<file path="config.mk">
export PLATFORM = sky130hd
export DESIGN_NAME = draw_command_list_walker
export DESIGN_NICKNAME = d
export VERILOG_FILES = /design/src/design/dclw_pkg.sv /design/src/design/draw_command_list_walker.sv
export SDC_FILE = /design/constraint.sdc
export NUM_CORES = 1
export LEC_CHECK = 0
export BUFFER_PORTS_ARGS = -buffer_cell sky130_fd_sc_hd__buf_4
export CORE_UTILIZATION = 28
export CTS_CLUSTER_DIAMETER = 60
export DETAILED_ROUTE_END_ITERATION = 10
export PLACE_DENSITY = 0.54
export SKIP_CTS_REPAIR_TIMING = 1
export SLEW_MARGIN = 10
export SYNTH_ARGS = -nofsm -noshare
export SYNTH_HDL_FRONTEND = slang
export SYNTH_SLANG_ARGS = --single-unit
</file>
<file path="constraint.sdc">
create_clock -name clk -period 1.75 [get_ports clk]
set_input_delay 0.35 -clock clk [delete_from_list [all_inputs] [get_ports clk]]
set_output_delay 0.35 -clock clk [all_outputs]
set_load 0.05 [all_outputs]
</file>
<file path="src/design/dclw_pkg.sv">
// Shared types, codes and constants for the draw command list walker.
// No dependencies; imported by draw_command_list_walker.
package dclw_pkg;

  localparam int MAX_COMMANDS_DEF = 2000;
  localparam int ADDRESS_BITS_DEF = 19;

  localparam int CMD_W    = 16;
  localparam int LINK_W   = 16;
  localparam int FETCH_W  = 19;
  localparam int KIND_W   = 4;
  localparam int PTR_W    = 16;
  localparam int COUNT_W  = 11;
  localparam int CFG_IDX_W = 1;
  localparam int CFG_DATA_W = 2;

  localparam logic [5:0] ENTRY_STEP = 6'h20;

  // command word bit positions
  localparam int CMD_END_BIT  = 15;
  localparam int CMD_SKIP_BIT = 14;
  localparam int CMD_JUMP_HI  = 13;
  localparam int CMD_JUMP_LO  = 12;

  typedef enum logic [1:0] {
    ST_IDLE  = 2'd0,
    ST_FETCH = 2'd1,
    ST_END   = 2'd2,
    ST_ABORT = 2'd3
  } status_t;

  typedef enum logic [1:0] {
    JMP_NEXT   = 2'd0,
    JMP_ASSIGN = 2'd1,
    JMP_CALL   = 2'd2,
    JMP_RETURN = 2'd3
  } jump_t;

  typedef enum logic {
    OP_START = 1'b0,
    OP_ENTRY = 1'b1
  } in_op_t;

  localparam logic [CFG_IDX_W-1:0] CFG_PLOT_MODE   = 1'd0;
  localparam logic [CFG_IDX_W-1:0] CFG_DRAW_ENABLE = 1'd1;

  function automatic logic opcode_ok(input logic [KIND_W-1:0] op);
    return op inside {4'd0, 4'd1, 4'd2, 4'd4, 4'd5, 4'd6, 4'd8, 4'd9, 4'd10};
  endfunction

endpackage

</file>
<file path="src/design/draw_command_list_walker.sv">
// Command table walker of a sprite chip: decodes each fetched entry and
// produces the next fetch address, draw dispatch and end/abort status.
// Depends on dclw_pkg.
//
// Each input transfer yields exactly one result transfer, produced in the
// cycle after acceptance. The walk state (table pointer, return slot,
// command count, end flags) updates at the accepting edge, so a new item
// is taken every cycle; the single output register is the only stage, and
// the input stalls only while that register holds a result not yet taken.
// A start-of-frame item (tuser 0) rewinds the walk when plot_mode is not
// zero; entry items (tuser 1) are ignored unless a walk is running.
module draw_command_list_walker #(
  parameter int MAX_COMMANDS = dclw_pkg::MAX_COMMANDS_DEF,
  parameter int ADDRESS_BITS = dclw_pkg::ADDRESS_BITS_DEF
) (
  input  logic        clk,
  input  logic        rst_n,
  input  logic                                in_tvalid,
  output logic                                in_tready,
  // [15:0] command_word, [31:16] link_word
  input  logic [31:0]                         in_tdata,
  // [0] operation
  input  logic [0:0]                          in_tuser,
  output logic                                out_tvalid,
  input  logic                                out_tready,
  // [18:0] fetch_address, [22:19] draw_kind, [23] draw_valid,
  // [25:24] end_status, [41:26] op_pointer, [47:42] zero
  output logic [47:0]                         out_tdata,
  // [1:0] status
  output logic [1:0]                          out_tuser,
  input  logic                                cfg_we,
  input  logic [dclw_pkg::CFG_IDX_W-1:0]      cfg_index,
  input  logic [dclw_pkg::CFG_DATA_W-1:0]     cfg_data
);
  import dclw_pkg::*;

  localparam int AW = ADDRESS_BITS;

  // configuration
  logic [1:0] plot_mode_r;
  logic       draw_enable_r;

  // walk state
  logic [AW-1:0]      table_r, table_nxt;
  logic [AW-1:0]      ret_addr_r, ret_addr_nxt;
  logic               ret_valid_r, ret_valid_nxt;
  logic [COUNT_W-1:0] count_r, count_nxt;
  logic [1:0]         end_flags_r, end_flags_nxt;
  logic               running_r, running_nxt;
  logic [PTR_W-1:0]   abort_ptr_r, abort_ptr_nxt;

  // result register
  logic               out_valid_r;
  status_t            status_r, status_nxt;
  logic [FETCH_W-1:0] fetch_r, fetch_nxt;
  logic [KIND_W-1:0]  kind_r, kind_nxt;
  logic               dvalid_r, dvalid_nxt;

  logic               accept;
  in_op_t             op;
  logic [CMD_W-1:0]   cmd;
  logic [LINK_W-1:0]  link;
  logic               skip;
  logic [KIND_W-1:0]  opcode;
  jump_t              jump;
  logic [AW-1:0]      seq_addr, target_addr;
  logic [LINK_W+2:0]  link_addr;

  assign in_tready = !out_valid_r || out_tready;
  assign accept    = in_tvalid && in_tready;

  assign op     = in_op_t'(in_tuser[0]);
  assign cmd    = in_tdata[CMD_W-1:0];
  assign link   = in_tdata[CMD_W +: LINK_W];
  assign skip   = cmd[CMD_SKIP_BIT];
  assign opcode = cmd[KIND_W-1:0];
  assign jump   = jump_t'(cmd[CMD_JUMP_HI:CMD_JUMP_LO]);

  assign seq_addr    = table_r + AW'(ENTRY_STEP);
  assign link_addr   = {link, 3'b000};
  assign target_addr = AW'(link_addr);

  always_comb begin
    table_nxt     = table_r;
    ret_addr_nxt  = ret_addr_r;
    ret_valid_nxt = ret_valid_r;
    count_nxt     = count_r;
    end_flags_nxt = end_flags_r;
    running_nxt   = running_r;
    abort_ptr_nxt = abort_ptr_r;
    status_nxt    = ST_IDLE;
    kind_nxt      = '0;
    dvalid_nxt    = 1'b0;

    if (op == OP_START) begin
      if (plot_mode_r != 2'd0) begin
        table_nxt     = '0;
        ret_addr_nxt  = '0;
        ret_valid_nxt = 1'b0;
        count_nxt     = '0;
        end_flags_nxt = {1'b0, end_flags_r[1]};
        running_nxt   = 1'b1;
        status_nxt    = ST_FETCH;
      end
    end else if (running_r) begin
      if (cmd[CMD_END_BIT] || (32'(count_r) >= MAX_COMMANDS)) begin
        end_flags_nxt = end_flags_r | 2'b10;
        running_nxt   = 1'b0;
        status_nxt    = ST_END;
      end else if (!skip && !opcode_ok(opcode)) begin
        abort_ptr_nxt = PTR_W'(table_r >> 3);
        running_nxt   = 1'b0;
        status_nxt    = ST_ABORT;
      end else begin
        if (!skip && draw_enable_r) begin
          dvalid_nxt = 1'b1;
          kind_nxt   = opcode;
        end
        case (jump)
          JMP_NEXT:   table_nxt = seq_addr;
          JMP_ASSIGN: table_nxt = target_addr;
          JMP_CALL: begin
            // a pending call keeps its return slot
            if (!ret_valid_r) begin
              ret_addr_nxt  = seq_addr;
              ret_valid_nxt = 1'b1;
            end
            table_nxt = target_addr;
          end
          JMP_RETURN: begin
            if (ret_valid_r) begin
              table_nxt     = ret_addr_r;
              ret_valid_nxt = 1'b0;
            end else begin
              table_nxt = seq_addr;
            end
          end
          default: table_nxt = seq_addr;
        endcase
        count_nxt  = count_r + COUNT_W'(1);
        status_nxt = ST_FETCH;
      end
    end

    fetch_nxt = (status_nxt == ST_FETCH) ? FETCH_W'(table_nxt) : '0;
  end

  always_ff @(posedge clk) begin
    if (!rst_n) begin
      plot_mode_r   <= 2'd0;
      draw_enable_r <= 1'b1;
    end else if (cfg_we) begin
      case (cfg_index)
        CFG_PLOT_MODE:   plot_mode_r   <= cfg_data[1:0];
        CFG_DRAW_ENABLE: draw_enable_r <= cfg_data[0];
        default: ;
      endcase
    end
  end

  always_ff @(posedge clk) begin
    if (!rst_n) begin
      table_r     <= '0;
      ret_addr_r  <= '0;
      ret_valid_r <= 1'b0;
      count_r     <= '0;
      end_flags_r <= '0;
      running_r   <= 1'b0;
      abort_ptr_r <= '0;
    end else if (accept) begin
      table_r     <= table_nxt;
      ret_addr_r  <= ret_addr_nxt;
      ret_valid_r <= ret_valid_nxt;
      count_r     <= count_nxt;
      end_flags_r <= end_flags_nxt;
      running_r   <= running_nxt;
      abort_ptr_r <= abort_ptr_nxt;
    end
  end

  always_ff @(posedge clk) begin
    if (!rst_n) begin
      out_valid_r <= 1'b0;
    end else if (accept) begin
      out_valid_r <= 1'b1;
    end else if (out_tready) begin
      out_valid_r <= 1'b0;
    end
  end

  // payload; end flags and abort pointer are shown as they stand after the item
  always_ff @(posedge clk) begin
    if (accept) begin
      status_r <= status_nxt;
      fetch_r  <= fetch_nxt;
      kind_r   <= kind_nxt;
      dvalid_r <= dvalid_nxt;
    end
  end

  assign out_tvalid = out_valid_r;
  assign out_tuser  = status_r;
  assign out_tdata  = {6'd0, abort_ptr_r, end_flags_r, dvalid_r, kind_r, fetch_r};

`ifndef SYNTHESIS
  a_stop_reason: assert property (@(posedge clk) disable iff (!rst_n)
    $fell(running_r) |-> (status_r == ST_END || status_r == ST_ABORT))
    else $error("walk stopped without end or abort result");

  a_draw_on_fetch: assert property (@(posedge clk) disable iff (!rst_n)
    (out_valid_r && dvalid_r) |-> (status_r == ST_FETCH))
    else $error("draw dispatch without a next fetch");

  a_count_bound: assert property (@(posedge clk) disable iff (!rst_n)
    32'(count_r) <= MAX_COMMANDS)
    else $error("command count passed its limit");
`endif

endmodule

</file>
==> results of run 1 <==
-- cell families after synthesis --
kind of cell / after synthesis / synth area share [%]
and+or+nand+nor: 183 / 19.1
AOI/OAI and AO/OA: 119 / 18.1
DFF: 99 / 47.9
buffers and inverters: 49 / 5.45
muxes: 26 / 5.67
xor gates and xnor gates: 11 / 2.06
adders and majority gates: 6 / 1.60
other: 1 / 0.0801
-- where the power goes --
group          total (W)  internal (W)  switching (W)  leakage (nW)
registers        0.00239       0.00238      0.0000148         0.855
clock network    0.00191       0.00101       0.000896         0.140
logic           0.000663      0.000253       0.000410          1.77
total            0.00497       0.00365        0.00132          2.76
-- layer usage --
layer  vias up  GRT usage, %  wire, um
met5         -             0         0
met4         0          7.49       291
met3        18          2.78       678
met2       115          24.9      6410
met1      2032          21.8      6660
li1       2112             -         -
-- state kept, by name (all words and copies together), names as in the netlist, 2 cells and up --
| signal | count |
|---|---|
| table_r | 19 |
| count_r | 11 |
| end_flags_r | 2 |
| ret_addr_r | 19 |
| abort_ptr_r | 16 |
| kind_r | 4 |
| plot_mode_r | 2 |
| fetch_r | 19 |
| out_tuser | 2 |
-- final timing paths --
| kind | start | end | slack (ns) | depth (start not counted) |
|---|---|---|---|---|
| setup reg to reg | table_r[5] | fetch_r[14] | -0.008 | 6 |
| setup / recovery | table_r[5] | fetch_r[14] | -0.008 | 6 |
| hold reg to reg | ret_addr_r[17] | ret_addr_r[17] | 0.47 | 1 |
| hold / removal | cfg_data[1] | plot_mode_r[1] | 0.24 | 3 |
-- placed cells by master (no fill, tap or decap), drive strengths merged, types with 3 or more instances in the layout --
master / netlist / layout
nor2: 51 / 51
mux2: 4 / 4
xor2: 4 / 4
clkinv: 1 / 4
or4: 3 / 3
conb: 1 / 6
and2: 8 / 8
nor3: 8 / 8
dfxtp: 73 / 73
and3: 7 / 7
or2: 3 / 3
o22a: 4 / 4
nand2: 42 / 42
o2bb2ai: 5 / 5
or3: 7 / 7
edfxtp: 26 / 26
a221oi: 3 / 3
a21oi: 25 / 25
nand3: 23 / 23
a31oi: 5 / 5
o32ai: 5 / 5
xnor2: 7 / 7
buf: 24 / 179
a22o: 13 / 13
o21ai: 18 / 18
inv: 13 / 14
clkbuf: 11 / 12
nor2b: 8 / 8
nand2b: 7 / 7
nand4: 9 / 9
o21a: 6 / 6
a22oi: 12 / 12
a31o: 3 / 3
o22ai: 8 / 8
mux2i: 22 / 22
ha: 6 / 6
-- layout make-up --
class / instances / area share [%]
Timing Repair Buffer: 180 / 20.9
Sequential cell: 99 / 33.8
Tap cell: 216 / 4.04
Inverter: 14 / 0.843
Clock inverter: 5 / 0.562
Clock buffer: 11 / 3.63
Multi-Input combinational cell: 351 / 36.2
-- worst reg2reg max path, stage by stage (launching register included) --
cell     delay (ns)
dfxtp_4        0.39
nand4_1        0.22
buf_4          0.22
nor3_1         0.23
xnor2_1        0.18
o21a_1         0.19
nor3_2         0.06
-- metrics by stage --
step | setup TNS, ns | cells
after floorplan | -0.0516 | 499
after global placement | -16.00 | 852
after detailed placement | -18.01 | 852
after CTS | -4.06 | 868
after global routing | -0.479 | 876
final | -0.00823 | 876
==> results by group, run 1 <==
Timing
  • Unrepaired setup endpoints after global routing: true
  • Setup ws final: -0.00823 ns
  • Final slew viol count: 0
  • Relative slew slack: 64.4%
  • Hold slack: 0.243 ns
  • Final min period: 1.76 ns
  • Worst-margin pin slew: around 0.53 ns
  • Final worst path period share: 100%
  • Final setup vio count: 1
  • Skew final: 0.00841 ns
  • Final hold violation count: 0
  • Peak Freq: 569 MHz

Final layout
  • Util after Layout: about 41%
  • Post-layout nets: 702
  • Area grow syn2layout: 42.8%
  • Layout cells sized above 1: 37.6%
  • Final instance area: about 6700 um2
  • Reg area: 2260 um2
  • Multi-input combinational cell area: 2420 um2
  • Antenna diode count: 0
  • Fillers: 1597

Critical path
  • Critical Path, Cell by Cell: nand4_1 > buf_4 > nor3_1 > xnor2_1 > o21a_1 > nor3_2
  • Crit path max-delay family: simple AND/OR/NAND/NOR gates
  • Critical path arrival: 1.85 ns
  • WP buf/inv: 1
  • Startpoint Class: flop
  • Worst endpoint required time: 1.84 ns
  • Critical Path Fanout Max: 5
  • CP max stage cell: dfxtp_4
  • CP max stage delay: 0.39 ns
  • Crit. End Element: flop
  • WS Path Type: flop to flop

GRT
  • First-pass GRT wire length: 21.8 mm
  • GRT Util Overall: about 16%
  • Initial antenna violation count: 0
  • Remaining global-route overflow: 0
  • Vias in the first global route: 4104
  • Largest net degree at the start of global routing: 19

Floorplan
  • Die Footprint: 17200 um2
  • Die Wd: roughly 130 um
  • Top-Level Pins: 93
  • Core footprint: about 16000 um2
  • Initial Utilization: 29.0%
  • Die Span Y: ~130 um
  • Site Rows: 46

Placement
  • Dpl hpwl: 10.6 mm
  • IO buf count: 78
  • DP Area: around 6100 um2
  • DP Worst Slack: -0.357 ns
  • Final Wtd Congestion: 0.829

Yosys
  • Most numerous cell in the Yosys netlist: dfxtp_1
  • Synth Flop Type: dfxtp_1
  • Post-synth ARST share: 0%
  • Post-synthesis sequential area ratio: 47.9%
  • Top cells by area, synth: dfxtp_1 31%, edfxtp_1 17%, mux2i_1 4.7%, nor2_1 4.0%, nand2_1 3.4%
  • Synthesis-stage register bit count: 99
  • Largest area contributor in the netlist: dfxtp_1
  • Cells after synthesis: around 490
  • Post-synthesis cell type count: just over 60
  • Yosys warning count: 0
  • Post-synth top cells: 73 x dfxtp_1, 50 x nor2_1, 42 x nand2_1
  • Synth Cell Area: 4680 um2
  • EDFF count, synth: 26
  • Syn Area/Cell: 9.48 um2
  • Area share of the largest cell type after synthesis: 31.2%

CTS
  • Total CTS buffers: 9
  • Sink Count: 99
  • Clk buf depth: 2
  • Clk_lat worst skew: roughly 0.35 ns
  • CTS tree: yes
  • Clock transition at the registers of the reported paths: 0.07 ns
  • # H-tree levels: 3
  • CTS Root Cell: clkbuf_16

Run status
  • Violated checks: negative setup slack
  • Status: finished, violations left

Route
  • Drt pass-1 iters: 4
  • Number of nets still failing antenna checks after routing: 0
  • DRT iter0 DRCs: between 200 and 300
  • WL/cell: around 16 um
  • Vias: 4277
  • DRC: 0
  • DR vias/cell: between 4 and 5
  • DRT Wirelength: between 10 and 15 mm

Power and ir drop
  • Pwr Density: about 740 nW/um2
  • Maximum VDD drop: 435 uV
  • P_leak: about 2.8 nW
  • Tot Pwr: 0.00497 W

Run
  • Max-Cap Viols: 0

Worst hold path
  • HP Class: input pin to flop
Power figures use the tool's default switching activity.
==> run 2: changes to the inputs <==
CORE_MARGIN = 3   (was not set)
MAX_ROUTING_LAYER = met4   (was not set)
PLACE_DENSITY = 0.53   (was 0.54)
==> results by group, run 2 (same netlist as run 1, synthesis figures left out) <==
Floorplan
  • Die Span Y: 135 um (+3.0%)
  • Top-Level Pins: 93 (unchanged)
  • Site Rows: 46 (unchanged)
  • Core footprint: 16100 um2 (unchanged)
  • Die Wd: 135 um (+3.0%)
  • Initial Utilization: 29.0% (unchanged)
  • Die Footprint: 18300 um2 (+6.2%)

Final layout
  • Final std cells w/o fill: 884 (+0.91%)
  • Commonest non-fill, non-tap cell in the layout: buf_4
  • Top Registers: fetch_r: 19 flops, ret_addr_r: 19 flops, table_r: 19 flops
  • Post-layout nets: 710 (+1.1%)
  • Most frequent cells in the layout: 172 x buf_4, 60 x dfxtp_1, 49 x nor2_1
  • Layout cells sized above 1: 40.6% (+3.0 points)
  • Util after Layout: 42.8% (+1.4 points)
  • Area grow syn2layout: 47.4%
  • Antenna diode count: 0 (unchanged)

CTS
  • Total CTS buffers: 9 (unchanged)
  • CTS Root Cell: clkbuf_16
  • CTS tree: yes
  • Sink Count: 99 (unchanged)
  • # H-tree levels: 3 (unchanged)
  • Clock transition at the registers of the reported paths: 0.07 ns (about the same)
  • Clk buf depth: 2 (unchanged)
  • Clk_lat worst skew: 0.36 ns (about the same)

Timing
  • Worst-margin pin slew: 0.519 ns (-0.0145 ns)
  • Setup TNS: -0.0354 ns (-0.0272 ns)
  • Final min period: 1.79 ns (+0.0272 ns)
  • Relative slew slack: 65.3% (+0.97 points)
  • Final hold violation count: 0 (unchanged)
  • Setup ws final: -0.0354 ns (-0.0272 ns)
  • Peak Freq: 560 MHz (-1.5%)
  • Final setup vio count: 1 (unchanged)
  • Final worst path period share: 102% (+1.6 points)
  • Final slew viol count: 0 (unchanged)
  • Unrepaired setup endpoints after global routing: true
  • Skew final: 0.0108 ns (+0.00241 ns)

Critical path
  • CP max stage delay: 0.40 ns (about the same)
  • Crit. End Element: flop
  • Worst endpoint required time: 1.96 ns (+0.12 ns)
  • WS Path Type: flop to flop
  • Top cell by count, worst path: nand4_1
  • Critical path arrival: 1.99 ns (+0.14 ns)
  • Startpoint Class: flop
  • WP buf/inv: 0 (-1)
  • CP max stage cell: or4_1
  • Crit path max-delay family: simple AND/OR/NAND/NOR gates
  • Critical Path Fanout Max: 5 (unchanged)
  • Critical Path, Cell by Cell: nand4_1 > or2_1 > or4_1 > nand4_1 > nor2b_1

GRT
  • Initial antenna violation count: 0 (unchanged)
  • Remaining global-route overflow: 0 (unchanged)
  • Largest net degree at the start of global routing: 18 (-1)
  • First-pass GRT wire length: 22.4 mm (+2.9%)
  • Vias in the first global route: 4202 (+2.4%)
  • GRT Util Overall: 16.1% (-0.050 points)

Route
  • DR vias/cell: 5.00 (+2.5%)
  • Vias: 4422 (+3.4%)
  • WL/cell: 16.7 um (+4.5%)
  • DRT Wirelength: 14.8 mm (+5.4%)
  • DRT iter0 DRCs: 379 (+36%)
  • Drt pass-1 iters: 5 (+1)
  • DRC: 0 (unchanged)
  • Number of nets still failing antenna checks after routing: 0 (unchanged)

Power and ir drop
  • Tot Pwr: 0.00505 W (+1.7%)
  • Pwr Density: 732 nW/um2 (-1.6%)
  • P_leak: 2.86 nW (+3.5%)
  • Maximum VDD drop: 480 uV (+10%)

Placement
  • Dpl hpwl: 11.0 mm (+3.4%)
  • DP Worst Slack: -0.354 ns (+0.00347 ns)
  • Final Wtd Congestion: 0.870 (+4.9%)
  • IO buf count: 78 (unchanged)
  • Placed Instances: 862 (+1.2%)

Run status
  • Status: finished, violations left
  • Violated checks: negative setup slack

Run
  • Max-Cap Viols: 0 (unchanged)

Worst hold path
  • HP Class: input pin to flop
==> run 2: cell count changes in the layout (fill, tap and decap cells not counted), moves of 3 or more <==
cell / delta
dfxtp_1: -6
dfxtp_2: +5
clkbuf_1: +3
buf_6: +7
nand3_1: -3
buf_12: +3
==> run 2: report_power, final <==
group,total [W],switching [W],internal (W)
Combinational,0.000684,0.000418,0.000266
Sequential,0.00239,0.0000133,0.00238
Clock,0.00197,0.000881,0.00109
==> run 2: per-stage QoR <==
step	area, um2	hold WS [ns]
after CTS	6500	0.238
final	6900	0.241
after global placement	6220	0.445
after global routing	6900	0.242
after detailed placement	6220	0.458
after floorplan	4740	0.431
==> run 2: final timing paths <==
path,startpoint,to,slack (ns),depth (start not counted)
worst max-delay path,table_r[9],fetch_r[15],-0.04,5
worst min-delay path,cfg_data[1],plot_mode_r[1],0.24,3
worst max register to register,table_r[9],fetch_r[15],-0.04,5
worst min register to register,draw_enable_r,draw_enable_r,0.47,2
==> run 2: worst register-to-register path, delay by kind of cell (launching register included) <==
kind             cells  cell delay (ns)
DFF                  1             0.34
and+or+nand+nor      5             1.31
==> run 2: final cells by class <==
type                            count  area, um2
Fill cell                        1559       9220
Multi-Input combinational cell    351       2480
Sequential cell                    99       2270
Timing Repair Buffer              188       1540
Clock buffer                       15        279
Tap cell                          216        270
Inverter                           14       56.3
Clock inverter                      1       5.00
==> run 2: layer usage <==
metal	vias to the layer above	routed length [um]	global-route usage, %
li1	2132	-	-
met1	2140	6720	21.4
met4	0	256	4.98
met3	19	702	3.45
met2	131	7120	24.5
met5	-	0	-
==> run 3: changes to the inputs <==
CTS_BUF_LIST = sky130_fd_sc_hd__clkbuf_16   (was not set)
==> results by group, run 3 (same netlist as run 1, synthesis figures left out) <==
Run status
  • Status: finished, violations left
  • Violated checks: negative setup slack

Timing
  • Unrepaired setup endpoints after global routing: true
  • Worst-margin pin slew: 0.519 ns (-0.000460 ns)
  • Final min period: 1.76 ns (-0.0248 ns)
  • Skew final: 0.0102 ns (-0.000620 ns)
  • Final setup vio count: 2 (+1)
  • Relative slew slack: 65.4% (about the same)
  • Final slew viol count: 0 (unchanged)
  • Final worst path period share: 101% (-1.4 points)
  • Peak Freq: 568 MHz (+1.4%)
  • Final hold violation count: 0 (unchanged)
  • Setup ws final: -0.0106 ns (+0.0248 ns)

Critical path
  • Critical path arrival: 1.97 ns (-0.02 ns)
  • Startpoint Class: flop
  • WS Path Type: flop to flop
  • Worst endpoint required time: 1.96 ns (about the same)
  • Critical Path, Cell by Cell: nand4_1 > or2_1 > or4_1 > nand4_1 > nor2b_1
  • Critical Path Fanout Max: 5 (unchanged)
  • CP max stage cell: or4_1
  • Crit path max-delay family: simple AND/OR/NAND/NOR gates
  • Worst reg2reg setup slack: -0.01 ns (+0.02 ns)
  • Top cell by count, worst path: nand4_1
  • CP max stage delay: 0.39 ns (about the same)
  • Crit. End Element: flop
  • WP buf/inv: 0 (unchanged)

Final layout
  • Antenna diode count: 0 (unchanged)
  • Area grow syn2layout: 47.2%
  • Layout cells sized above 1: 40.4% (-0.15 points)
  • Top Registers: fetch_r: 19 flops, ret_addr_r: 19 flops, table_r: 19 flops
  • Fillers: 1565 (+0.38%)
  • Post-layout nets: 710 (unchanged)
  • Commonest non-fill, non-tap cell in the layout: buf_4
  • Final instance area: 6890 um2 (-0.15%)
  • Most frequent cells in the layout: 172 x buf_4, 60 x dfxtp_1, 49 x nor2_1

CTS
  • # H-tree levels: 3 (unchanged)
  • Clk buf depth: 2 (unchanged)
  • Sink Count: 99 (unchanged)
  • Clock transition at the registers of the reported paths: 0.07 ns (about the same)
  • CTS tree: yes
  • Total CTS buffers: 9 (unchanged)
  • Clk_lat worst skew: 0.36 ns (about the same)
  • CTS Root Cell: clkbuf_16

Power and ir drop
  • Tot Pwr: 0.00498 W (-1.3%)
  • Maximum VDD drop: 484 uV (+0.79%)
  • P_leak: 2.87 nW (+0.38%)
  • Pwr Density: 723 nW/um2 (-1.2%)

Floorplan
  • Initial Utilization: 29.0% (unchanged)
  • Die Span Y: 135 um (unchanged)
  • Top-Level Pins: 93 (unchanged)
  • Die Footprint: 18300 um2 (unchanged)
  • Die Wd: 135 um (unchanged)
  • Site Rows: 46 (unchanged)
  • Core footprint: 16100 um2 (unchanged)

Route
  • Vias: 4421 (-0.023%)
  • DRT iter0 DRCs: 408 (+7.7%)
  • DRT Wirelength: 14.8 mm (+0.11%)
  • Drt pass-1 iters: 5 (unchanged)
  • Number of nets still failing antenna checks after routing: 0 (unchanged)
  • WL/cell: 16.8 um (+0.11%)
  • DRC: 0 (unchanged)
  • DR vias/cell: 5.00 (about the same)

Placement
  • Final Wtd Congestion: 0.870 (unchanged)
  • DP Area: 6220 um2 (unchanged)
  • Dpl hpwl: 11.0 mm (unchanged)
  • IO buf count: 78 (unchanged)

GRT
  • Initial antenna violation count: 0 (unchanged)
  • Remaining global-route overflow: 0 (unchanged)
  • Largest net degree at the start of global routing: 18 (unchanged)
  • GRT Util Overall: 16.1% (+0.024 points)
  • Vias in the first global route: 4202 (unchanged)
  • First-pass GRT wire length: 22.4 mm (+0.12%)

Worst hold path
  • HP Class: input pin to flop

Run
  • Max-Cap Viols: 0 (unchanged)
==> run 3: path summary, 6_finish.rpt <==
kind / cells after the start / to / from
min: 3 / plot_mode_r[1] / cfg_data[1]
min reg2reg: 2 / draw_enable_r / draw_enable_r
max reg2reg: 5 / fetch_r[15] / table_r[9]
max: 5 / fetch_r[15] / table_r[9]
==> run 3: metal layers <==
metal  part of all wire [%]  GRT usage, %  routed length, um
met1                     45          21.4               6680
met2                     48          24.6               7080
met3                    5.0          3.45                742
met4                    2.1          4.98                306
met5                      0             -                  0
==> run 3: where the power goes <==
group          internal, W  switching [W]  leakage, nW
Combinational     0.000266       0.000419         1.86
Sequential         0.00238      0.0000133        0.859
Clock              0.00103       0.000882        0.150
Total              0.00367        0.00131         2.87
==> run 3: tightest hold or removal path, delay by kind of cell <==
kind | cells | cell delay [ns]
multiplexers | 1 | 0.06
buffers and inverters | 1 | 0.08
AND/OR/NAND/NOR | 1 | 0.07
==> run 3: metrics by stage <==
step / setup slack, ns / util [%] / TNS [ns] / instances / hold slack, ns
after floorplan: -0.00516 / - / -0.0516 / 499 / 0.431
after global placement: -0.335 / 38.6 / -18.76 / 862 / 0.445
after detailed placement: -0.354 / 38.6 / -20.59 / 862 / 0.458
after CTS: -0.227 / 40.3 / -6.91 / 878 / 0.238
after global routing: -0.0681 / 42.8 / -0.982 / 884 / 0.242
final: -0.0106 / 42.8 / -0.0115 / 884 / 0.240
==> run 3: area by class of cell <==
type                    count  area [um2]  area share, %
flip-flops and latches     99        2270           32.9
clock inverters             6        23.8          0.345
clock buffers              10         250           3.63
well taps                 216         270           3.92
inverters                  14        56.3          0.817
multi-input cells         351        2480           36.0
repair buffers            188        1540           22.4
